**src/rtl/core/pse_pkg.sv**
```systemverilog
// Package for the postfix stack evaluator: field widths, character codes,
// operation, status and sequencer state types. No dependencies.
package pse_pkg;

	localparam int DEFAULT_STACK_DEPTH = 16;
	localparam int WORD_W   = 32;
	localparam int SYM_W    = 8;
	localparam int STATUS_W = 3;
	localparam int DEPTH_W  = 5;
	localparam int DIV_STEPS = 32;

	localparam logic [SYM_W-1:0] CH_PLUS  = 8'h2B;
	localparam logic [SYM_W-1:0] CH_MINUS = 8'h2D;
	localparam logic [SYM_W-1:0] CH_STAR  = 8'h2A;
	localparam logic [SYM_W-1:0] CH_SLASH = 8'h2F;
	localparam logic [WORD_W-1:0] CH_ZERO = 32'd48;
	localparam logic [WORD_W-1:0] UNDER_VALUE = 32'hFFFF_FFFF;

	typedef enum logic [2:0] {
		OP_PUSH,
		OP_ADD,
		OP_SUB,
		OP_MUL,
		OP_DIV
	} op_t;

	typedef enum logic [STATUS_W-1:0] {
		ST_OK,
		ST_UNDER,
		ST_OVER,
		ST_DIVZ,
		ST_EMPTY
	} status_t;

	typedef enum logic [3:0] {
		S_IDLE,
		S_POP_R,
		S_POP_L,
		S_LOAD,
		S_EXEC,
		S_ABSR,
		S_DIV,
		S_DNEG,
		S_PUSH,
		S_FIN,
		S_EMIT
	} state_t;

	function automatic op_t decode_op(input logic [SYM_W-1:0] sym);
		op_t op;
		case (sym)
			CH_PLUS:  op = OP_ADD;
			CH_MINUS: op = OP_SUB;
			CH_STAR:  op = OP_MUL;
			CH_SLASH: op = OP_DIV;
			default:  op = OP_PUSH;
		endcase
		return op;
	endfunction

endpackage

```
**src/rtl/core/pse_ram.sv**
```systemverilog
// Generic single-write, single-read RAM with registered read data.
// No dependencies.
module pse_ram #(
	parameter int WIDTH = 32,
	parameter int DEPTH = 16
) (
	input  logic                     clk,
	input  logic                     wr_en,
	input  logic [$clog2(DEPTH)-1:0] wr_addr,
	input  logic [WIDTH-1:0]         wr_data,
	input  logic                     rd_en,
	input  logic [$clog2(DEPTH)-1:0] rd_addr,
	output logic [WIDTH-1:0]         rd_data
);

	logic [WIDTH-1:0] mem_q [DEPTH];

	always_ff @(posedge clk) begin
		if (wr_en) begin
			mem_q[wr_addr] <= wr_data;
		end
		if (rd_en) begin
			rd_data <= mem_q[rd_addr];
		end
	end

endmodule

```
**src/rtl/core/postfix_stack_evaluator_unit.sv**
```systemverilog
// Postfix expression evaluator: top level with sequencer, shared adder and divider.
// Depends on pse_pkg and pse_ram.
//
// The block takes one expression character per transfer and keeps a stack of up to
// STACK_DEPTH signed 32-bit values in a RAM with one write and one registered read
// port. An operand is accepted and then pushed. + - and * go through the accepting
// state, two pops through the single read port, a load state to catch the second
// read, an execute state and a push. / adds a radix-2 restoring divider that finds
// the quotient one bit per cycle over 32 steps, built on the one shared 32-bit
// adder, which also forms the operand magnitudes and the signed result. Division
// by zero skips the divider steps and pushes zero. A character marked as the end
// of the expression adds the FIN and EMIT states to read back the top of stack and
// load the result register; EMIT waits while an earlier result still waits there.
// item_stall is high whenever the sequencer is busy. The result register decouples
// the output: a new expression may start while a result waits, and only the next
// end-of-expression waits for the earlier result transfer. Errors are sticky per
// expression; the first one is reported.
module postfix_stack_evaluator_unit #(
	parameter int STACK_DEPTH = pse_pkg::DEFAULT_STACK_DEPTH
) (
	input  logic                          clk,
	input  logic                          arst_n,
	input  logic                          item_valid,
	output logic                          item_stall,
	input  logic [pse_pkg::SYM_W-1:0]     symbol,
	input  logic                          end_of_expr,
	output logic                          result_valid,
	input  logic                          result_stall,
	output logic [pse_pkg::WORD_W-1:0]    value,
	output logic [pse_pkg::STATUS_W-1:0]  status,
	output logic [pse_pkg::DEPTH_W-1:0]   depth
);

	import pse_pkg::*;

	localparam int AW = $clog2(STACK_DEPTH);
	localparam int DW = $clog2(STACK_DEPTH + 1);
	localparam int CW = $clog2(DIV_STEPS);
	localparam logic [CW-1:0] DIV_LAST = CW'(DIV_STEPS - 1);

	// sequencer and control state
	state_t           state_q, state_d;
	logic [DW-1:0]    depth_q;
	status_t          sticky_q;
	logic             pend_q;      // a stack pop read was issued last cycle
	logic [CW-1:0]    cnt_q;
	logic             result_valid_q;

	// payload
	op_t              op_q;
	logic             eoe_q;
	logic [WORD_W-1:0] rhs_q, lhs_q, res_q;
	logic [WORD_W-1:0] rem_q, quo_q, mb_q;
	logic             neg_q;
	logic [WORD_W-1:0] value_q;
	status_t          status_q;
	logic [DEPTH_W-1:0] depth_out_q;

	// RAM port
	logic             wr_en, rd_en;
	logic [AW-1:0]    wr_addr, rd_addr;
	logic [WORD_W-1:0] wr_data, rd_data;

	// shared adder
	logic [WORD_W-1:0] add_a, add_b;
	logic             add_sub;
	logic [WORD_W:0]  add_res;
	logic [WORD_W-1:0] sum;
	logic             carry;

	// misc control
	logic             accept;
	logic             flag_en;
	status_t          flag_code;
	logic             emit_load;
	logic [DW-1:0]    depth_m1;
	logic             stack_empty, stack_full;
	logic [DW+4:0]    depth_wide;
	logic [WORD_W-1:0] prod;       // product wraps at the word width
	op_t              sym_op;

	assign sym_op      = decode_op(symbol);
	assign accept      = item_valid && (state_q == S_IDLE);
	assign depth_m1    = depth_q - DW'(1);
	assign stack_empty = (depth_q == '0);
	assign stack_full  = (depth_q >= DW'(STACK_DEPTH));
	assign depth_wide  = {5'b0, depth_q};
	assign prod        = lhs_q * rhs_q;

	assign add_res = {1'b0, add_a} + {1'b0, add_b ^ {WORD_W{add_sub}}} + {{WORD_W{1'b0}}, add_sub};
	assign sum     = add_res[WORD_W-1:0];
	assign carry   = add_res[WORD_W];   // set on subtract means a >= b

	pse_ram #(
		.WIDTH(WORD_W),
		.DEPTH(STACK_DEPTH)
	) u_stack (
		.clk    (clk),
		.wr_en  (wr_en),
		.wr_addr(wr_addr),
		.wr_data(wr_data),
		.rd_en  (rd_en),
		.rd_addr(rd_addr),
		.rd_data(rd_data)
	);

	// next state
	always_comb begin
		state_d = state_q;
		case (state_q)
			S_IDLE: begin
				if (accept) begin
					state_d = (sym_op == OP_PUSH) ? S_PUSH : S_POP_R;
				end
			end
			S_POP_R: state_d = S_POP_L;
			S_POP_L: state_d = S_LOAD;
			S_LOAD:  state_d = S_EXEC;
			S_EXEC: begin
				state_d = (op_q == OP_DIV && rhs_q != '0) ? S_ABSR : S_PUSH;
			end
			S_ABSR: state_d = S_DIV;
			S_DIV:  state_d = (cnt_q == DIV_LAST) ? S_DNEG : S_DIV;
			S_DNEG: state_d = S_PUSH;
			S_PUSH: state_d = eoe_q ? S_FIN : S_IDLE;
			S_FIN:  state_d = S_EMIT;
			S_EMIT: begin
				if (!result_valid_q || !result_stall) begin
					state_d = S_IDLE;
				end
			end
			default: state_d = S_IDLE;
		endcase
	end

	// sequencer outputs: stall, RAM port, shared adder operands, error flags, result load
	always_comb begin
		item_stall = (state_q != S_IDLE);
		wr_en      = 1'b0;
		wr_addr    = depth_q[AW-1:0];
		wr_data    = res_q;
		rd_en      = 1'b0;
		rd_addr    = depth_m1[AW-1:0];
		add_a      = '0;
		add_b      = '0;
		add_sub    = 1'b0;
		flag_en    = 1'b0;
		flag_code  = ST_OK;
		emit_load  = 1'b0;
		case (state_q)
			S_POP_R, S_POP_L: begin
				if (stack_empty) begin
					flag_en   = 1'b1;
					flag_code = ST_UNDER;
				end else begin
					rd_en = 1'b1;
				end
			end
			S_EXEC: begin
				case (op_q)
					OP_SUB: begin
						add_a   = lhs_q;
						add_b   = rhs_q;
						add_sub = 1'b1;
					end
					OP_DIV: begin
						// magnitude of the dividend
						add_b   = lhs_q;
						add_sub = 1'b1;
						if (rhs_q == '0) begin
							flag_en   = 1'b1;
							flag_code = ST_DIVZ;
						end
					end
					default: begin
						add_a = lhs_q;
						add_b = rhs_q;
					end
				endcase
			end
			S_ABSR: begin
				add_b   = rhs_q;
				add_sub = 1'b1;
			end
			S_DIV: begin
				add_a   = {rem_q[WORD_W-2:0], quo_q[WORD_W-1]};
				add_b   = mb_q;
				add_sub = 1'b1;
			end
			S_DNEG: begin
				add_b   = quo_q;
				add_sub = 1'b1;
			end
			S_PUSH: begin
				if (stack_full) begin
					flag_en   = 1'b1;
					flag_code = ST_OVER;
				end else begin
					wr_en = 1'b1;
				end
			end
			S_FIN: begin
				rd_en = !stack_empty;
			end
			S_EMIT: begin
				emit_load = !result_valid_q || !result_stall;
			end
			default: begin
			end
		endcase
	end

	// control registers
	always_ff @(posedge clk or negedge arst_n) begin
		if (!arst_n) begin
			state_q        <= S_IDLE;
			depth_q        <= '0;
			sticky_q       <= ST_OK;
			pend_q         <= 1'b0;
			cnt_q          <= '0;
			result_valid_q <= 1'b0;
		end else begin
			state_q <= state_d;
			pend_q  <= (state_q == S_POP_R || state_q == S_POP_L) && !stack_empty;

			if (state_q == S_DIV) begin
				cnt_q <= cnt_q + CW'(1);
			end else begin
				cnt_q <= '0;
			end

			if (emit_load) begin
				depth_q  <= '0;
				sticky_q <= ST_OK;
			end else begin
				if ((state_q == S_POP_R || state_q == S_POP_L) && !stack_empty) begin
					depth_q <= depth_m1;
				end else if (wr_en) begin
					depth_q <= depth_q + DW'(1);
				end
				if (flag_en && sticky_q == ST_OK) begin
					sticky_q <= flag_code;
				end
			end

			if (emit_load) begin
				result_valid_q <= 1'b1;
			end else if (!result_stall) begin
				result_valid_q <= 1'b0;
			end
		end
	end

	// datapath registers
	always_ff @(posedge clk) begin
		case (state_q)
			S_IDLE: begin
				if (accept) begin
					op_q  <= sym_op;
					eoe_q <= end_of_expr;
					res_q <= {{(WORD_W-SYM_W){1'b0}}, symbol} - CH_ZERO;
				end
			end
			S_POP_R: begin
				rhs_q <= UNDER_VALUE;
			end
			S_POP_L: begin
				if (pend_q) begin
					rhs_q <= rd_data;
				end
				lhs_q <= UNDER_VALUE;
			end
			S_LOAD: begin
				if (pend_q) begin
					lhs_q <= rd_data;
				end
			end
			S_EXEC: begin
				case (op_q)
					OP_MUL: res_q <= prod;
					OP_DIV: begin
						res_q <= '0;
						rem_q <= '0;
						quo_q <= lhs_q[WORD_W-1] ? sum : lhs_q;
						neg_q <= lhs_q[WORD_W-1] ^ rhs_q[WORD_W-1];
					end
					default: res_q <= sum;
				endcase
			end
			S_ABSR: begin
				mb_q <= rhs_q[WORD_W-1] ? sum : rhs_q;
			end
			S_DIV: begin
				// restoring step: keep the difference when it did not borrow
				rem_q <= carry ? sum : add_a;
				quo_q <= {quo_q[WORD_W-2:0], carry};
			end
			S_DNEG: begin
				res_q <= neg_q ? sum : quo_q;
			end
			S_EMIT: begin
				if (emit_load) begin
					value_q     <= stack_empty ? '0 : rd_data;
					status_q    <= (stack_empty && sticky_q == ST_OK) ? ST_EMPTY : sticky_q;
					depth_out_q <= (depth_wide > (DW+5)'(31)) ? DEPTH_W'(31)
					                                          : depth_wide[DEPTH_W-1:0];
				end
			end
			default: begin
			end
		endcase
	end

	assign result_valid = result_valid_q;
	assign value        = value_q;
	assign status       = status_q;
	assign depth        = depth_out_q;

endmodule
```
**config.mk**
```make
export PLATFORM = sky130hd
export DESIGN_NAME = postfix_stack_evaluator_unit
export DESIGN_NICKNAME = d
export VERILOG_FILES = /design/src/rtl/core/pse_pkg.sv /design/src/rtl/core/pse_ram.sv /design/src/rtl/core/postfix_stack_evaluator_unit.sv
export SDC_FILE = /design/constraint.sdc
export NUM_CORES = 2
export LEC_CHECK = 0
export BUFFER_PORTS_ARGS = -buffer_cell sky130_fd_sc_hd__buf_2
export CORE_UTILIZATION = 55
export CTS_CLUSTER_SIZE = 40
export DETAILED_ROUTE_END_ITERATION = 12
export GPL_ROUTABILITY_DRIVEN = 0
export GPL_TIMING_DRIVEN = 0
export MAX_ROUTING_LAYER = met4
export PLACE_DENSITY = 0.72
export SYNTH_ARGS = -nofsm -noshare
export SYNTH_HDL_FRONTEND = slang
export SYNTH_HIERARCHICAL = 1
export SYNTH_SLANG_ARGS = --single-unit
```
**constraint.sdc**
```tcl
create_clock -name clk -period 20.9 [get_ports clk]
set_clock_uncertainty 0.1 [all_clocks]
set_input_delay 4.18 -clock clk [delete_from_list [all_inputs] [get_ports clk]]
set_output_delay 4.18 -clock clk [all_outputs]
set_load 0.01 [all_outputs]
```
* Word level (Yosys, flattened, before mapping) *
Memory sizes are Yosys's and may differ from the RTL's. A register that Yosys moved wholly into a read port is not among the register bits.
Index checks and enable logic that the tools add are counted.

word-level totals
  register bits = 255
  output and inout bits = 42
  memories kept = 1
  input port bits = 13
  logic and storage cells = 142
  memory bits (writable) = 512

operators by class
  reduce and logical (&&, ||, !) cells = 34
  bitwise gates (word level) = 2
  eq/ne operators = 24
  $mul = 1
  order comparisons = 2
  add/subtract/negate cells = 6
  muxes and demuxes = 53

memories
  name           words  bits a word  rd ports  clocked after Yosys merged registers in  wr ports  RTL line       text
  u_stack.mem_q  16     32           1         1                                        1         pse_ram.sv:16  logic [WIDTH-1:0] mem_q [DEPTH];

operators with widths
  cell                                                                   count
  32-bit one-hot mux with 2 select lines                                 5
  32-bit two-way mux                                                     7
  32-bit one-hot mux with 4 select lines                                 1
  32-bit one-hot mux with 3 select lines                                 1
  31-bit two-way mux                                                     3
  31-bit one-hot mux with 2 select lines                                 1
  4-bit one-hot mux with 11 select lines                                 1
  32-bit by 32-bit adder with 33-bit output                              1
  33-bit by 1-bit adder with 33-bit output                               1
  8-bit by 6-bit equality test with 1-bit output, second input constant  4
  32-bit zero test                                                       1
  32-bit by 32-bit multiplier with 32-bit output                         1
  32-bit nonzero test                                                    1
  32-bit bitwise XOR                                                     1
  4-bit two-way mux                                                      5
  5-bit two-way mux                                                      4
  4-bit by 3-bit equality test with 1-bit output, second input constant  4
  2-bit AND reduction                                                    8
  1-bit two-way mux                                                      15
  4-bit equality test, second input constant                             3
  3-bit one-hot mux with 4 select lines                                  1
  5-bit by 1-bit adder with 5-bit output, second input constant          2
  2-bit inequality test, second input constant                           5
  8-bit by 6-bit subtractor with 9-bit output, second input constant     1
  other kinds (26)                                                       45

* Longest topological paths before layout *
  depth after elaboration = 10
  depth in mapped cells = 29
  gate-level depth less buffers = 27

* By module *
The synthesis kept the hierarchy.

by module, submodules not included
  module                        times used  area an instance (sq um)  seq. area each (sq um)  cells each
  postfix_stack_evaluator_unit  1           30,182.7                  7,537.2                 3,085
  pse_ram                       1           20,155.6                  16,335.7                838

* Worst setup path before layout *
OpenSTA, ideal clock, no wires.

  path kind = register to register
  start point = reg rhs_q[5]
  end point = reg res_q[31], data pin
  cell stages (with the launch flop) = 28
  path slack = 13.253 ns
  library setup time = 0.271 ns
  required time = 20.529 ns
  period minus slack after synthesis = 7.647 ns
  arrival time = 7.276 ns
  path buffers = 2
  cell sequence = edfxtp_1 -> clkbuf_1 -> clkbuf_1 -> and2_1 -> fa_1 -> fa_1 -> fa_1 -> inv_1 -> fa_1 -> inv_1 -> fa_1 -> inv_1 -> fa_1 -> inv_1 -> fa_1 -> fa_1 -> ha_1 -> a21o_1 -> a21o_1 -> a21oi_1 -> o31ai_1 -> a21o_1 -> o41ai_1 -> o21ai_0 -> o41ai_1 -> o21ai_0 -> xnor2_1 -> o221ai_1

on the way
  word-level cells in the longest chain between the ends = 7

RTL lines
  what                                                                          RTL line                                                                  text
  from (decl)                                                                   postfix_stack_evaluator_unit.sv:52                                        logic [WORD_W-1:0] rhs_q, lhs_q, res_q;
  from (signal assigned)                                                        postfix_stack_evaluator_unit.sv:269                                       rhs_q <= rd_data;
  32-bit two-way mux                                                            postfix_stack_evaluator_unit.sv:160                                       case (op_q)
  32-bit one-hot mux with 4 select lines                                        postfix_stack_evaluator_unit.sv:150                                       case (state_q)
  32-bit bitwise XOR                                                            postfix_stack_evaluator_unit.sv:90                                        assign add_res = {1'b0, add_a} + {1'b0, add_b ^ {WORD_W{add_sub}}} + {{WORD_W{1'b0}}, add_sub};
  32-bit by 32-bit adder with 33-bit output                                     postfix_stack_evaluator_unit.sv:90
  33-bit by 1-bit adder with 33-bit output                                      postfix_stack_evaluator_unit.sv:90
  32-bit one-hot mux with 2 select lines or 32-bit two-way mux (tied branches)  postfix_stack_evaluator_unit.sv:279, postfix_stack_evaluator_unit.sv:299
  32-bit one-hot mux with 3 select lines (*)                                    postfix_stack_evaluator_unit.sv:256                                       case (state_q)
  to (signal assigned)                                                          postfix_stack_evaluator_unit.sv:261                                       res_q <= {{(WORD_W-SYM_W){1'b0}}, symbol} - CH_ZERO;
  to (signal assigned)                                                          postfix_stack_evaluator_unit.sv:280                                       OP_MUL: res_q <= prod;
  to (signal assigned)                                                          postfix_stack_evaluator_unit.sv:287                                       default: res_q <= sum;
  to (decl)                                                                     postfix_stack_evaluator_unit.sv:52

Mark *: on every way between the ends. The rest lies on a longest branch, timed or not.
A chain may end at the register's enable or synchronous reset.

* Final worst setup path *
  start point = reg lhs_q[7]
  end point = reg res_q[31], data pin

on the way
  word-level cells in the longest chain between the ends = 7

RTL lines
  what                                                                          RTL line                                                                  text
  from (decl)                                                                   postfix_stack_evaluator_unit.sv:52
  from (signal assigned)                                                        postfix_stack_evaluator_unit.sv:275                                       lhs_q <= rd_data;
  32-bit two-way mux                                                            postfix_stack_evaluator_unit.sv:160
  32-bit one-hot mux with 4 select lines                                        postfix_stack_evaluator_unit.sv:150
  32-bit bitwise XOR                                                            postfix_stack_evaluator_unit.sv:90
  32-bit by 32-bit adder with 33-bit output                                     postfix_stack_evaluator_unit.sv:90
  33-bit by 1-bit adder with 33-bit output                                      postfix_stack_evaluator_unit.sv:90
  32-bit one-hot mux with 2 select lines or 32-bit two-way mux (tied branches)  postfix_stack_evaluator_unit.sv:279, postfix_stack_evaluator_unit.sv:299
  32-bit one-hot mux with 3 select lines (*)                                    postfix_stack_evaluator_unit.sv:256

Marks and branches as above.

==> reports/qor.txt <==
area share of the largest cell type after synthesis: 46.5%
kind of critical path: reg2reg
crit path max-delay cell type: sky130_fd_sc_hd__clkbuf_1
total global routing track utilization: 34.7%
number of vias in the routed layout: 33800
mean cell area of the mapped netlist: 12.8 um2
measured slew at the worst slew-check pin: 1.38 ns
synthesized area: 50300 um2
ANT nets after route: 0
total wire length after detailed routing: 154000 um
pin count of the biggest net entering global routing: 33
Syn. warnings: 6
wire length of the first global-routing pass: 225000 um
Slowest Stage Delay on Critical Path: 1.00 ns
post-layout min period: 10.18 ns
Placement Rows: 110
Post-synth top flop: sky130_fd_sc_hd__edfxtp_1
path depth of the worst reg2reg path: 28
DR pass1 iterations: 7
maximum fanout along the worst path: 10
Slew Limit Fails: 0
area overhead of the layout relative to synthesis: 10.6%
share of layout cells above drive strength 1: 10.9%
width of the die: 305 um
average detailed-routed wire length per instance: 28.7 um
# resized after CTS: 0
H-Tree Level Count: 3
I/O Pins: 55
via count of the first global-routing pass: 34500
CP Launch Type: register
Post-CTS Setup Repair Bufs: 0
# clock sinks: 798
final cycle utilization of the critical path: 48.7%
area of the core: 90300 um2
reg-to-reg endpoint: res_q[31]
Cell variety after synth: 78
total count of hold-check failures in the final report: 0
total gr overflow: 0
worst endpoint required time: 21.13 ns
buffer levels on the longest clock path: 3
mean number of vias per cell: 6.31
initial cell density of the core: 55.8%
Synth async-reset ratio: 2.26%
result of the run: finished, final reports clean
#FFs+latches synth: 798
final hold slack: 0.372 ns
DP HPWL: 111000 um
DR DRC count: 0
kind of capture point of the worst setup path: register
setup slack, reg-to-reg: 10.72 ns
fillcell total: 6805
Relative slew margins: 8.07%
clock insertion delay at the later pin of the skew report: 0.64 ns
clock slew at the register clock pins of the worst setup and hold paths: 0.06 ns
Post-CTS Hold Buffers: 0
Max Cap Violations: 0
RSZ-0062 raised after global routing: false
DR iter-0 viols: 4215
number of nets in the finished design: 4683
area taken by flip-flops and latches: 23900 um2
floorplan die area: 92700 um2
r2r startpoint: lhs_q[7]
synthesized netlist cell count: 3923
arrival time of data at the critical path endpoint: 10.41 ns
Clock Root Buffer: sky130_fd_sc_hd__clkbuf_16
sequential-to-total area share from yosys stat: 47.4%
combined area of the multi-input logic cells: 24100 um2
crit-path most repeated cell: sky130_fd_sc_hd__fa_1
setup TNS after final layout: 0 ns
Synthesized Nets: 4506
Inserted Clock Buffers: 81
Yosys top cell by area: sky130_fd_sc_hd__edfxtp_1
number of enable flip-flop cells after synthesis: 780
launching element of the worst setup path: lhs_q[7]
initial antenna violation count: 15
setup violators final: 0
input/output buffers: 54
path type of the worst min-delay path: reg2reg
clock tree from TritonCTS: yes
highest clock frequency the design can meet: 98.2 MHz
largest cells by area after synthesis: sky130_fd_sc_hd__edfxtp_1, sky130_fd_sc_hd__fa_1, sky130_fd_sc_hd__mux4_2, sky130_fd_sc_hd__ha_1, sky130_fd_sc_hd__and2_1
overall die height: 305 um
endpoint of the worst setup timing path: res_q[31]
## routing by layer
layer / global-route usage, % / part of all wire, % / vias up
li1: - / - / 14000
met3: 9.02 / 11 / 552
met2: 53.0 / 47 / 2252
met1: 41.7 / 35 / 17100
met5: - / 0 / -
met4: 20.6 / 6.6 / 0
## cells by family after synthesis
family,Yosys count,share of synthesized area (%)
XOR/XNOR,152,2.64
multiplexers,227,7.78
adder cells (fa/ha/maj),570,20.3
flip-flops,798,47.4
AND/OR/NAND/NOR,1086,10.8
buffers and inverters,650,4.96
AO/OA/AOI/OAI,440,6.15
## registers in the layout, summed over array words and instances, names as in the netlist, 3 cells and up
signal	flops
rem_q	31
lhs_q	32
rhs_q	32
quo_q	32
u_stack/rd_data	32
status	3
depth_q	5
state_q	4
value	32
depth	5
cnt_q	5
op_q	3
res_q	32
mb_q	32
u_stack/mem_q	512
## critical path, delay by kind of cell (launching register included)
family / cells / cell delay (ns)
compound gates: 10 / 2.55
xor+xnor: 1 / 0.33
fa+ha+maj: 9 / 4.20
buf+inv: 7 / 2.17
flops: 1 / 0.32
simple gates: 1 / 0.17
## how the worst min path moves through the flow
| stage | start | endpoint | slack, ns | depth (start not counted) |
|---|---|---|---|---|
| after floorplan | cnt_q[0] | cnt_q[0] | 0.33 | 1 |
| after global placement | cnt_q[0] | cnt_q[0] | 0.35 | 1 |
| after detailed placement | cnt_q[0] | cnt_q[0] | 0.36 | 1 |
| after CTS | cnt_q[0] | cnt_q[0] | 0.37 | 1 |
| after global routing | cnt_q[0] | cnt_q[0] | 0.40 | 1 |
| final | cnt_q[0] | cnt_q[0] | 0.37 | 1 |
## cell usage after synthesis (79+ instances only)
master                       n
sky130_fd_sc_hd__and2_1    317
sky130_fd_sc_hd__mux4_2    128
sky130_fd_sc_hd__fa_1      409
sky130_fd_sc_hd__inv_1     411
sky130_fd_sc_hd__nand2_1   415
sky130_fd_sc_hd__nor2_1    145
sky130_fd_sc_hd__clkbuf_1  194
sky130_fd_sc_hd__ha_1      161
sky130_fd_sc_hd__edfxtp_1  780
sky130_fd_sc_hd__a22oi_1    79
sky130_fd_sc_hd__xnor2_1   113
## stage by stage
step / utilization [%] / cells / setup WS [ns] / cell area [um2]
floorplan: - / 3923 / 13.25 / 50300
global placement: 57.7 / 5153 / 10.94 / 52100
detailed placement: 58.6 / 5193 / 11.20 / 52900
CTS: 61.6 / 5342 / 11.12 / 55600
global route: 61.6 / 5355 / 10.36 / 55600
finish: 61.7 / 5361 / 10.72 / 55700
## layout make-up
class                      count  share of cell area [%]
antenna                       19                  0.0854
clock buffer                  94                    3.76
inverter                     411                    2.77
multi-input combinational   2475                    43.4
clock inverter                55                    1.15
timing repair buffer          94                    1.63
tap                         1176                    2.64
sequential                   798                    42.9
buffer                       239                    1.72
## layout by cell type, fill, tap and decap left out, types with 11 or more instances in the layout
cell type / n
sky130_fd_sc_hd__dfrtp_1: 18
sky130_fd_sc_hd__clkbuf_1: 205
sky130_fd_sc_hd__clkinv_2: 12
sky130_fd_sc_hd__ha_1: 161
sky130_fd_sc_hd__a22oi_1: 79
sky130_fd_sc_hd__mux2i_1: 64
sky130_fd_sc_hd__mux4_2: 128
sky130_fd_sc_hd__nor2_1: 132
sky130_fd_sc_hd__nand3_1: 19
sky130_fd_sc_hd__buf_6: 17
sky130_fd_sc_hd__o21ai_0: 77
sky130_fd_sc_hd__nor2b_1: 39
sky130_fd_sc_hd__a22o_1: 31
sky130_fd_sc_hd__and2_1: 317
sky130_fd_sc_hd__buf_1: 22
sky130_fd_sc_hd__nand2_1: 415
sky130_fd_sc_hd__a21oi_1: 78
sky130_fd_sc_hd__fa_1: 409
sky130_fd_sc_hd__clkinv_1: 12
sky130_fd_sc_hd__inv_1: 410
sky130_fd_sc_hd__edfxtp_1: 780
sky130_fd_sc_hd__clkbuf_16: 81
sky130_fd_sc_hd__nor3_1: 11
sky130_fd_sc_hd__nand2b_1: 78
sky130_fd_sc_hd__mux2_2: 35
sky130_fd_sc_hd__xor2_1: 39
sky130_fd_sc_hd__buf_4: 13
sky130_fd_sc_hd__xnor2_1: 113
sky130_fd_sc_hd__a222oi_1: 31
sky130_fd_sc_hd__diode_2: 19
sky130_fd_sc_hd__buf_2: 68
sky130_fd_sc_hd__nor2_4: 13
sky130_fd_sc_hd__a21o_1: 32
sky130_fd_sc_hd__a211oi_1: 12
sky130_fd_sc_hd__o21ai_1: 11
Power is not shown: default switching activity piles up to over one toggle a cycle in this logic, so the estimate is an artifact.
